[src/rtl/bsbs_pkg.sv]
package bsbs_pkg;

   localparam int MAX_ENTRIES   = 10;
   localparam int FRACTION_BITS = 16;
   localparam int POSE_COUNT    = 10;

   localparam int WGT_W       = 24;
   localparam int IDX_W       = 4;
   localparam int POSE_W      = 4;
   localparam int FRAC_W      = 16;
   localparam int CNT_FIELD_W = 4;
   localparam int EPS_W       = 16;
   localparam int CSR_IDX_W   = 2;
   localparam int CSR_DATA_W  = 16;

   localparam int TAB_AW = $clog2(MAX_ENTRIES);
   localparam int CNT_W  = $clog2(MAX_ENTRIES + 1);
   localparam int DIV_W  = WGT_W + 1;
   localparam int FONE_W = FRACTION_BITS + 1;
   localparam int CMP_W  = ((FONE_W > EPS_W) ? FONE_W : EPS_W) + 1;

   localparam logic [FONE_W-1:0] FRAC_ONE = FONE_W'(1) << FRACTION_BITS;
   localparam logic [CMP_W-1:0]  FRAC_FIELD_MAX = CMP_W'((64'd1 << FRAC_W) - 64'd1);

   typedef enum logic {
      CMD_WRITE  = 1'b0,
      CMD_LOOKUP = 1'b1
   } cmd_type;

   typedef enum logic [CSR_IDX_W-1:0] {
      CSR_ENTRY_COUNT = 2'd0,
      CSR_USE_WEIGHT  = 2'd1,
      CSR_SNAP_EPS    = 2'd2
   } csr_idx_type;

   typedef struct packed {
      logic              empty;
      logic              above;
      logic              done;
      logic              first;
      logic              last;
      logic [POSE_W-1:0] plo;
      logic [POSE_W-1:0] phi;
      logic [POSE_W-1:0] p0;
      logic [POSE_W-1:0] pn;
   } ctl_type;

endpackage

[src/rtl/bsbs_div.sv]
module bsbs_div (
   input  logic                                    clock,
   input  logic                                    reset,
   input  logic                                    in_vld,
   input  bsbs_pkg::ctl_type                       in_ctl,
   input  logic signed [bsbs_pkg::DIV_W-1:0]       in_num,
   input  logic signed [bsbs_pkg::DIV_W-1:0]       in_den,
   output logic                                    out_vld,
   output bsbs_pkg::ctl_type                       out_ctl,
   output logic [bsbs_pkg::FRACTION_BITS-1:0]      out_quo,
   output logic                                    out_one,
   output logic                                    out_zero
);
   import bsbs_pkg::*;

   localparam int LAST = FRACTION_BITS + 1;

   logic                     vld_ff  [0:LAST];
   ctl_type                  ctl_ff  [0:LAST];
   logic [DIV_W-1:0]         rem_ff  [0:LAST];
   logic [DIV_W-1:0]         den_ff  [0:LAST];
   logic [FRACTION_BITS-1:0] quo_ff  [0:LAST];
   logic                     one_ff  [0:LAST];
   logic                     zero_ff [0:LAST];

   logic                     vld_in  [0:LAST];
   ctl_type                  ctl_in  [0:LAST];
   logic [DIV_W-1:0]         rem_in  [0:LAST];
   logic [DIV_W-1:0]         den_in  [0:LAST];
   logic [FRACTION_BITS-1:0] quo_in  [0:LAST];
   logic                     one_in  [0:LAST];
   logic                     zero_in [0:LAST];

   logic             num_pos;
   logic [DIV_W:0]   shl  [0:LAST];
   logic             ge   [0:LAST];

   always_comb begin
      // classify signs, take magnitudes
      num_pos   = !in_num[DIV_W-1] && (in_num != '0);
      vld_in[0] = in_vld;
      ctl_in[0] = in_ctl;
      quo_in[0] = '0;
      rem_in[0] = in_num[DIV_W-1] ? DIV_W'(-in_num) : DIV_W'(in_num);
      den_in[0] = in_den[DIV_W-1] ? DIV_W'(-in_den) : DIV_W'(in_den);
      if (in_den == '0) begin
         one_in[0]  = num_pos;
         zero_in[0] = !num_pos;
      end else begin
         one_in[0]  = 1'b0;
         zero_in[0] = (in_num == '0) || (in_num[DIV_W-1] != in_den[DIV_W-1]);
      end

      // saturate when the quotient reaches one
      vld_in[1]  = vld_ff[0];
      ctl_in[1]  = ctl_ff[0];
      rem_in[1]  = rem_ff[0];
      den_in[1]  = den_ff[0];
      quo_in[1]  = quo_ff[0];
      zero_in[1] = zero_ff[0];
      one_in[1]  = one_ff[0] || (!zero_ff[0] && (rem_ff[0] >= den_ff[0]));

      // one quotient bit per stage
      shl[0] = '0;
      ge[0]  = 1'b0;
      shl[1] = '0;
      ge[1]  = 1'b0;
      for (int j = 2; j <= LAST; j++) begin
         shl[j]     = {rem_ff[j-1], 1'b0};
         ge[j]      = shl[j] >= {1'b0, den_ff[j-1]};
         vld_in[j]  = vld_ff[j-1];
         ctl_in[j]  = ctl_ff[j-1];
         den_in[j]  = den_ff[j-1];
         one_in[j]  = one_ff[j-1];
         zero_in[j] = zero_ff[j-1];
         rem_in[j]  = ge[j] ? DIV_W'(shl[j] - {1'b0, den_ff[j-1]}) : DIV_W'(shl[j]);
         quo_in[j]  = {quo_ff[j-1][FRACTION_BITS-2:0], ge[j]};
      end
   end

   always_ff @(posedge clock) begin
      for (int j = 0; j <= LAST; j++) begin
         if (reset) begin
            vld_ff[j] <= 1'b0;
         end else begin
            vld_ff[j] <= vld_in[j];
         end
         ctl_ff[j]  <= ctl_in[j];
         rem_ff[j]  <= rem_in[j];
         den_ff[j]  <= den_in[j];
         quo_ff[j]  <= quo_in[j];
         one_ff[j]  <= one_in[j];
         zero_ff[j] <= zero_in[j];
      end
   end

   assign out_vld  = vld_ff[LAST];
   assign out_ctl  = ctl_ff[LAST];
   assign out_quo  = quo_ff[LAST];
   assign out_one  = one_ff[LAST];
   assign out_zero = zero_ff[LAST];

endmodule

[src/rtl/breakpoint_segment_blend_select_top.sv]
// channel   ports                                     handshake
// request   req_cmd, req_entry_*, req_blend_weight    start & !busy
// response  rsp_found, rsp_pose_*, rsp_fraction       rsp_valid, one cycle
// config    csr_index, csr_wdata                      csr_we
//
// One item enters per cycle; busy stays low. A lookup's result is registered
// through stages A, B and C, the divider and the response register; the
// divider resolves one quotient bit per stage. A write item updates
// the table at its accepting edge and gives no result.
// Reset is synchronous: it clears the valid bits and the configuration
// registers; table entries hold nothing defined until written. Nothing stalls.
module breakpoint_segment_blend_select_top (
   input  logic                                   clock,
   input  logic                                   reset,
   input  logic                                   start,
   output logic                                   busy,
   input  logic                                   req_cmd,
   input  logic [bsbs_pkg::IDX_W-1:0]             req_entry_index,
   input  logic signed [bsbs_pkg::WGT_W-1:0]      req_entry_threshold,
   input  logic [bsbs_pkg::POSE_W-1:0]            req_entry_pose,
   input  logic signed [bsbs_pkg::WGT_W-1:0]      req_blend_weight,
   output logic                                   rsp_valid,
   output logic                                   rsp_found,
   output logic [bsbs_pkg::POSE_W-1:0]            rsp_pose_low,
   output logic [bsbs_pkg::POSE_W-1:0]            rsp_pose_high,
   output logic [bsbs_pkg::FRAC_W-1:0]            rsp_fraction,
   input  logic                                   csr_we,
   input  logic [bsbs_pkg::CSR_IDX_W-1:0]         csr_index,
   input  logic [bsbs_pkg::CSR_DATA_W-1:0]        csr_wdata
);
   import bsbs_pkg::*;

   logic accept;

   logic [CNT_FIELD_W-1:0] entry_count_ff;
   logic                   use_weight_ff;
   logic [EPS_W-1:0]       snap_eps_ff;

   logic signed [WGT_W-1:0] thr_ff  [MAX_ENTRIES];
   logic [POSE_W-1:0]       pose_ff [MAX_ENTRIES];

   logic                    a_vld_ff;
   logic signed [WGT_W-1:0] a_wgt_ff;

   logic [CNT_W-1:0]        n_eff;
   logic signed [WGT_W-1:0] w_sel;
   logic [MAX_ENTRIES-1:0]  le;
   logic [MAX_ENTRIES-1:0]  cand;
   logic [MAX_ENTRIES-1:0]  hit;
   logic [MAX_ENTRIES-1:0]  hit_dn;
   ctl_type                 b_ctl_in;
   logic signed [WGT_W-1:0] b_tlo_in;
   logic signed [WGT_W-1:0] b_thi_in;

   logic                    b_vld_ff;
   ctl_type                 b_ctl_ff;
   logic signed [WGT_W-1:0] b_w_ff;
   logic signed [WGT_W-1:0] b_tlo_ff;
   logic signed [WGT_W-1:0] b_thi_ff;

   logic                    c_vld_ff;
   ctl_type                 c_ctl_ff;
   logic signed [DIV_W-1:0] c_num_ff;
   logic signed [DIV_W-1:0] c_den_ff;

   logic                     d_vld;
   ctl_type                  d_ctl;
   logic [FRACTION_BITS-1:0] d_quo;
   logic                     d_one;
   logic                     d_zero;

   logic [FONE_W-1:0] f_val;
   logic [CMP_W-1:0]  f_sum;
   logic              snap_hi;
   logic              snap_lo;
   logic [POSE_W-1:0] lo_in;
   logic [POSE_W-1:0] hi_in;
   logic [FONE_W-1:0] f_in;
   logic              found_in;
   logic [FRAC_W-1:0] frac_in;

   logic              rsp_valid_ff;
   logic              rsp_found_ff;
   logic [POSE_W-1:0] rsp_pose_low_ff;
   logic [POSE_W-1:0] rsp_pose_high_ff;
   logic [FRAC_W-1:0] rsp_fraction_ff;

   assign busy   = 1'b0;
   assign accept = start && !busy;

   always_ff @(posedge clock) begin
      if (reset) begin
         entry_count_ff <= '0;
         use_weight_ff  <= 1'b1;
         snap_eps_ff    <= EPS_W'(1);
      end else if (csr_we) begin
         unique case (csr_idx_type'(csr_index))
            CSR_ENTRY_COUNT: entry_count_ff <= csr_wdata[CNT_FIELD_W-1:0];
            CSR_USE_WEIGHT:  use_weight_ff  <= csr_wdata[0];
            CSR_SNAP_EPS:    snap_eps_ff    <= csr_wdata[EPS_W-1:0];
            default: ;
         endcase
      end
   end

   always_ff @(posedge clock) begin
      if (accept && (req_cmd == CMD_WRITE) && (int'(req_entry_index) < MAX_ENTRIES)) begin
         thr_ff[TAB_AW'(req_entry_index)]  <= req_entry_threshold;
         pose_ff[TAB_AW'(req_entry_index)] <= req_entry_pose;
      end
   end

   always_ff @(posedge clock) begin
      if (reset) begin
         a_vld_ff <= 1'b0;
      end else begin
         a_vld_ff <= accept && (req_cmd == CMD_LOOKUP);
      end
      a_wgt_ff <= req_blend_weight;
   end

   // compare against every breakpoint, pick the first of entries 1 to n_eff-1 at or above the weight
   assign n_eff = (int'(entry_count_ff) > MAX_ENTRIES) ? CNT_W'(MAX_ENTRIES)
                                                       : CNT_W'(entry_count_ff);
   assign w_sel = use_weight_ff ? a_wgt_ff : thr_ff[0];

   always_comb begin
      for (int k = 0; k < MAX_ENTRIES; k++) begin
         le[k]   = w_sel <= thr_ff[k];
         cand[k] = (k >= 1) && (k < int'(n_eff)) && le[k];
      end
      hit    = cand & (~cand + MAX_ENTRIES'(1));
      hit_dn = hit >> 1;

      b_ctl_in       = '0;
      b_tlo_in       = '0;
      b_thi_in       = '0;
      b_ctl_in.empty = (n_eff == '0);
      b_ctl_in.above = !le[0];
      b_ctl_in.done  = |hit;
      b_ctl_in.first = hit[1];
      b_ctl_in.p0    = pose_ff[0];
      for (int k = 0; k < MAX_ENTRIES; k++) begin
         b_thi_in     = b_thi_in | (hit[k] ? thr_ff[k] : '0);
         b_ctl_in.phi = b_ctl_in.phi | (hit[k] ? pose_ff[k] : '0);
         b_tlo_in     = b_tlo_in | (hit_dn[k] ? thr_ff[k] : '0);
         b_ctl_in.plo = b_ctl_in.plo | (hit_dn[k] ? pose_ff[k] : '0);
         b_ctl_in.pn  = b_ctl_in.pn | ((k == int'(n_eff) - 1) ? pose_ff[k] : '0);
         b_ctl_in.last = b_ctl_in.last | (hit[k] && (k == int'(n_eff) - 1));
      end
   end

   always_ff @(posedge clock) begin
      if (reset) begin
         b_vld_ff <= 1'b0;
         c_vld_ff <= 1'b0;
      end else begin
         b_vld_ff <= a_vld_ff;
         c_vld_ff <= b_vld_ff;
      end
      b_ctl_ff <= b_ctl_in;
      b_w_ff   <= w_sel;
      b_tlo_ff <= b_tlo_in;
      b_thi_ff <= b_thi_in;
      c_ctl_ff <= b_ctl_ff;
      c_num_ff <= DIV_W'(b_w_ff) - DIV_W'(b_tlo_ff);
      c_den_ff <= DIV_W'(b_thi_ff) - DIV_W'(b_tlo_ff);
   end

   bsbs_div u_div (
      .clock    (clock),
      .reset    (reset),
      .in_vld   (c_vld_ff),
      .in_ctl   (c_ctl_ff),
      .in_num   (c_num_ff),
      .in_den   (c_den_ff),
      .out_vld  (d_vld),
      .out_ctl  (d_ctl),
      .out_quo  (d_quo),
      .out_one  (d_one),
      .out_zero (d_zero)
   );

   // snap near the ends of the segment, clamp out-of-range weights to the end poses, clear an empty table's result
   always_comb begin
      f_val   = d_one ? FRAC_ONE : (d_zero ? '0 : {1'b0, d_quo});
      f_sum   = CMP_W'(f_val) + CMP_W'(snap_eps_ff);
      snap_hi = f_sum > CMP_W'(FRAC_ONE);
      snap_lo = CMP_W'(f_val) < CMP_W'(snap_eps_ff);

      lo_in = d_ctl.plo;
      hi_in = d_ctl.phi;
      f_in  = f_val;
      if (!d_ctl.above) begin
         lo_in = d_ctl.p0;
         hi_in = d_ctl.p0;
         f_in  = '0;
      end else if (!d_ctl.done) begin
         lo_in = d_ctl.pn;
         hi_in = d_ctl.pn;
         f_in  = '0;
      end else if (d_ctl.first && snap_lo) begin
         lo_in = d_ctl.p0;
         hi_in = d_ctl.p0;
         f_in  = '0;
      end else if (d_ctl.last && snap_hi) begin
         lo_in = d_ctl.pn;
         hi_in = d_ctl.pn;
         f_in  = '0;
      end else if (snap_hi) begin
         lo_in = d_ctl.phi;
         f_in  = '0;
      end

      found_in = (int'(lo_in) < POSE_COUNT) && (int'(hi_in) < POSE_COUNT);
      frac_in  = (CMP_W'(f_in) > FRAC_FIELD_MAX) ? FRAC_W'(FRAC_FIELD_MAX) : FRAC_W'(f_in);

      if (d_ctl.empty) begin
         found_in = 1'b0;
         lo_in    = '0;
         hi_in    = '0;
         frac_in  = '0;
      end
   end

   always_ff @(posedge clock) begin
      if (reset) begin
         rsp_valid_ff <= 1'b0;
      end else begin
         rsp_valid_ff <= d_vld;
      end
      rsp_found_ff     <= found_in;
      rsp_pose_low_ff  <= lo_in;
      rsp_pose_high_ff <= hi_in;
      rsp_fraction_ff  <= frac_in;
   end

   assign rsp_valid     = rsp_valid_ff;
   assign rsp_found     = rsp_found_ff;
   assign rsp_pose_low  = rsp_pose_low_ff;
   assign rsp_pose_high = rsp_pose_high_ff;
   assign rsp_fraction  = rsp_fraction_ff;

endmodule

[config.mk]
export PLATFORM = sky130hd
export DESIGN_NAME = breakpoint_segment_blend_select_top
export DESIGN_NICKNAME = d
export VERILOG_FILES = /design/src/rtl/bsbs_pkg.sv /design/src/rtl/bsbs_div.sv /design/src/rtl/breakpoint_segment_blend_select_top.sv
export SDC_FILE = /design/constraint.sdc
export NUM_CORES = 2
export LEC_CHECK = 0
export BUFFER_PORTS_ARGS = -buffer_cell sky130_fd_sc_hd__buf_4
export CAP_MARGIN = 20
export CORE_MARGIN = 8
export CORE_UTILIZATION = 50
export CTS_CLUSTER_DIAMETER = 100
export DETAILED_ROUTE_END_ITERATION = 6
export MAX_ROUTING_LAYER = met4
export PLACE_DENSITY = 0.66
export SYNTH_ARGS = -nofsm -noshare
export SYNTH_HDL_FRONTEND = slang
export SYNTH_HIERARCHICAL = 1
export SYNTH_SLANG_ARGS = --single-unit
[constraint.sdc]
create_clock -name clock -period 12.7 [get_ports clock]
set_clock_uncertainty 0.15 [all_clocks]
set_input_delay 1.905 -clock clock [delete_from_list [all_inputs] [get_ports clock]]
set_output_delay 1.905 -clock clock [all_outputs]
set_load 0.02 [all_outputs]
==> results.json <==
{
  "yosys_top_cell_by_area": "sky130_fd_sc_hd__dfxtp_1",
  "timing_hold_violations_final": 0,
  "dp.final_hpwl_um": 164000,
  "fin_util_pct": 56.7,
  "cts_made_buffers": 192,
  "ctsHoldBuffers": 0,
  "total_number_of_placement_rows": 148,
  "syn-instance-count": 8045,
  "largest_driver_fanout_on_the_critical_path": 48,
  "remaining_drc_errors": 0,
  "routed-via-count": 58700,
  "cp_common_cell": "sky130_fd_sc_hd__a21o_1",
  "grt_pass1_wl_um": 330000,
  "synthFlopType": "sky130_fd_sc_hd__dfxtp_1",
  "global_route_usage_over_all_layers_pct": 24.5,
  "post-route-period-util_pct": 46.9,
  "worstSkewPairLatency_ns": 0.84,
  "synth-edff-count": 280,
  "cellPowerDensity_nw_per_um2": 319,
  "synth.lib_cells_used.distinct": 94,
  "setup.worst_path.start_class": "flop",
  "hold_path_class": "reg2reg",
  "floorplan.die.width_um": 421,
  "first_global_vias": 58300,
  "ctsHtreeMaxLevel": 4,
  "io_buffer_count": 104,
  "finalWirelength_um": 216000,
  "max-cap-violations": 0,
  "post-cts-setup-buffer-count": 0,
  "yosys-top-cells-area": "sky130_fd_sc_hd__dfxtp_1, sky130_fd_sc_hd__ha_1, sky130_fd_sc_hd__edfxtp_1, sky130_fd_sc_hd__inv_1, sky130_fd_sc_hd__nand2_1",
  "cp.required_ns": 13.28,
  "yosysWarnings": 6,
  "syn_nets": 8883,
  "synthesis.area_um2": 82000,
  "count_of_instances_resized_after_the_clock_tree_is_built": 0,
  "maximum_number_of_pins_on_one_net_before_global_route_repair": 58,
  "setup_repair_after_global_routing_missed_its_margin": "false",
  "ctsRootBufferMaster": "sky130_fd_sc_hd__clkbuf_16",
  "run_status": "complete, no violations",
  "mostFrequentLayoutCell": "sky130_fd_sc_hd__dfxtp_1",
  "timing.final.setup_violations": 0,
  "via_per_inst": 5.55,
  "initial_core_util_pct": 50.3,
  "gr-total-overflow": 0,
  "seq_area_frac_synth_pct": 50.7,
  "mostFrequentLayoutCells": "sky130_fd_sc_hd__dfxtp_1, sky130_fd_sc_hd__inv_1, sky130_fd_sc_hd__ha_1, sky130_fd_sc_hd__nand2_1, sky130_fd_sc_hd__a21oi_1",
  "static-leakage-power_nw": 39.9,
  "final_max_slew_viol_count": 0,
  "die_area_um2": 177000,
  "top_level_ports": 106,
  "yosys.area.top_type_share_pct": 40.5,
  "clock_sink_count": 1936,
  "min_period_ns": 5.95,
  "post-place-cells": 10200,
  "routabilityCongestion": 0.994,
  "final-instance-count-excl-fill": 10600,
  "pre_cts_slack_ns": 6.67,
  "power_mw": 29.4,
  "antenna_violations_before_repair": 3,
  "clkTransAtPathRegs_ns": 0.06,
  "crit_arrival_ns": 6.54,
  "fin_nets": 9058,
  "crit_path_setup_slack_layout_ns": 6.75,
  "max_freq_mhz": 168,
  "tightestPinTransition_ns": 1.05,
  "critPathKind": "reg2reg",
  "maxSlewHeadroom_pct": 29.3,
  "critical_path.max_stage_delay_ns": 0.90,
  "crit_slowest_cell": "sky130_fd_sc_hd__dfxtp_2",
  "cts_tree": "built",
  "critPathTopFamily": "compound AO/OA/AOI/OAI gates",
  "vdd.ir_drop.worst_mv": 0.198,
  "share_of_layout_cells_above_drive_strength_1_pct": 8.95,
  "avgRoutedWirePerCell_um": 20.5,
  "totalNegativeSetupSlack_ns": 0,
  "crit_path_cell_trace": "o21ai_0, buf_4, ha_1, a21o_1, a21o_1, a21o_1, a221oi_1, o21ai_0, nor2_1, mux2_2, a22o_1, or2_1, or2_1, or2_2, buf_4, o2111ai_1",
  "die_h_um": 421,
  "clk_path_buf_depth": 3,
  "drt_pre_antenna_iters": 6,
  "core_area_um2": 163000,
  "critical_path.n_buffers_inverters": 2,
  "ant_nets": 0,
  "postSynthAreaPerCell_um2": 10.2,
  "ys_async_sr_fraction_pct": 0,
  "areaGrowthSynthToFinish_pct": 12.7,
  "cp-end-kind": "flop",
  "ys_ff_latch": 1936,
  "first_iter_violations": 4143
}
## per-stage QoR
stage                     area (µm²)  hold slack (ns)
after floorplan                82000            0.160
after CTS                      92300            0.158
after detailed placement       85400            0.162
final                          92300            0.147
after global placement         85300            0.160
after global routing           92300            0.174
## per-layer routing
layer  track usage, %  wire length [µm]
met5                -                 0
met4             12.0             12200
met3             3.37              9600
met2             42.7            107000
met1             27.7             87200
## layout make-up
class | count | area, µm²
Fill cell | 13900 | 70400
Sequential cell | 1936 | 41600
Multi-Input combinational cell | 5074 | 36600
Clock buffer | 251 | 5350
Inverter | 837 | 3140
Tap cell | 2175 | 2720
Clock inverter | 107 | 1550
Timing Repair Buffer | 179 | 1420
Antenna cell | 3 | 7.51
## cell families after synthesis
kind of cell    Yosys count  synth area share [%]
other cells               1               0.00458
xor+xnor                384                  4.10
compound gates         1924                  15.5
mux                     192                  2.61
fa+ha+maj               761                  11.8
buf+inv                1035                  4.82
flops                  1936                  50.7
simple gates           1812                  10.5
## report_power, final
part	total, mW	leakage, nW	switching, mW	internal, mW
combinational	13.9	20.2	7.78	6.11
sequential	9.54	16.4	1.27	8.27
clock	5.99	3.32	2.50	3.49
total	29.4	39.9	11.5	17.9
## flip-flops by register name (all words and copies together), names as in the netlist, 24 cells and up
name	cells
u_div/ctl_ff	378
c_num_ff	25
thr_ff	240
a_wgt_ff	24
c_den_ff	25
u_div/quo_ff	136
b_thi_ff	24
b_w_ff	24
pose_ff	40
u_div/den_ff	425
b_tlo_ff	24
u_div/rem_ff	425
## cells in the mapped netlist (24+ instances only)
library cell	n
sky130_fd_sc_hd__dfxtp_1	1656
sky130_fd_sc_hd__inv_1	837
sky130_fd_sc_hd__ha_1	741
sky130_fd_sc_hd__nand2_1	654
sky130_fd_sc_hd__a21oi_1	456
sky130_fd_sc_hd__o21ai_0	456
sky130_fd_sc_hd__nor2_1	389
sky130_fd_sc_hd__edfxtp_1	280
sky130_fd_sc_hd__xnor2_1	226
sky130_fd_sc_hd__a21o_1	207
sky130_fd_sc_hd__mux2_2	161
sky130_fd_sc_hd__clkbuf_1	158
sky130_fd_sc_hd__xor2_1	158
sky130_fd_sc_hd__nor2b_1	121
sky130_fd_sc_hd__nand4_1	113
sky130_fd_sc_hd__nor3_1	108
sky130_fd_sc_hd__nand3_1	104
sky130_fd_sc_hd__o21a_1	104
sky130_fd_sc_hd__nand2b_1	97
sky130_fd_sc_hd__o211ai_1	89
sky130_fd_sc_hd__o2111ai_1	76
sky130_fd_sc_hd__a221oi_1	66
sky130_fd_sc_hd__a211oi_1	60
sky130_fd_sc_hd__a32oi_1	57
sky130_fd_sc_hd__a31oi_1	50
sky130_fd_sc_hd__o31ai_1	49
sky130_fd_sc_hd__and2_1	36
sky130_fd_sc_hd__and3_1	36
sky130_fd_sc_hd__or3_1	36
sky130_fd_sc_hd__mux2i_1	29
sky130_fd_sc_hd__o21bai_1	28
sky130_fd_sc_hd__nor4_1	24
## final timing paths
kind,startpoint,end,slack (ns),cells after the start
setup reg to reg,use_weight_ff,b_thi_ff[6],6.75,16
hold reg to reg,u_div/quo_ff[12][4],u_div/quo_ff[13][5],0.15,0
setup / recovery,use_weight_ff,b_thi_ff[6],6.75,16
hold / removal,u_div/quo_ff[12][4],u_div/quo_ff[13][5],0.15,0
Note: power is estimated with default switching activity, not from simulation.
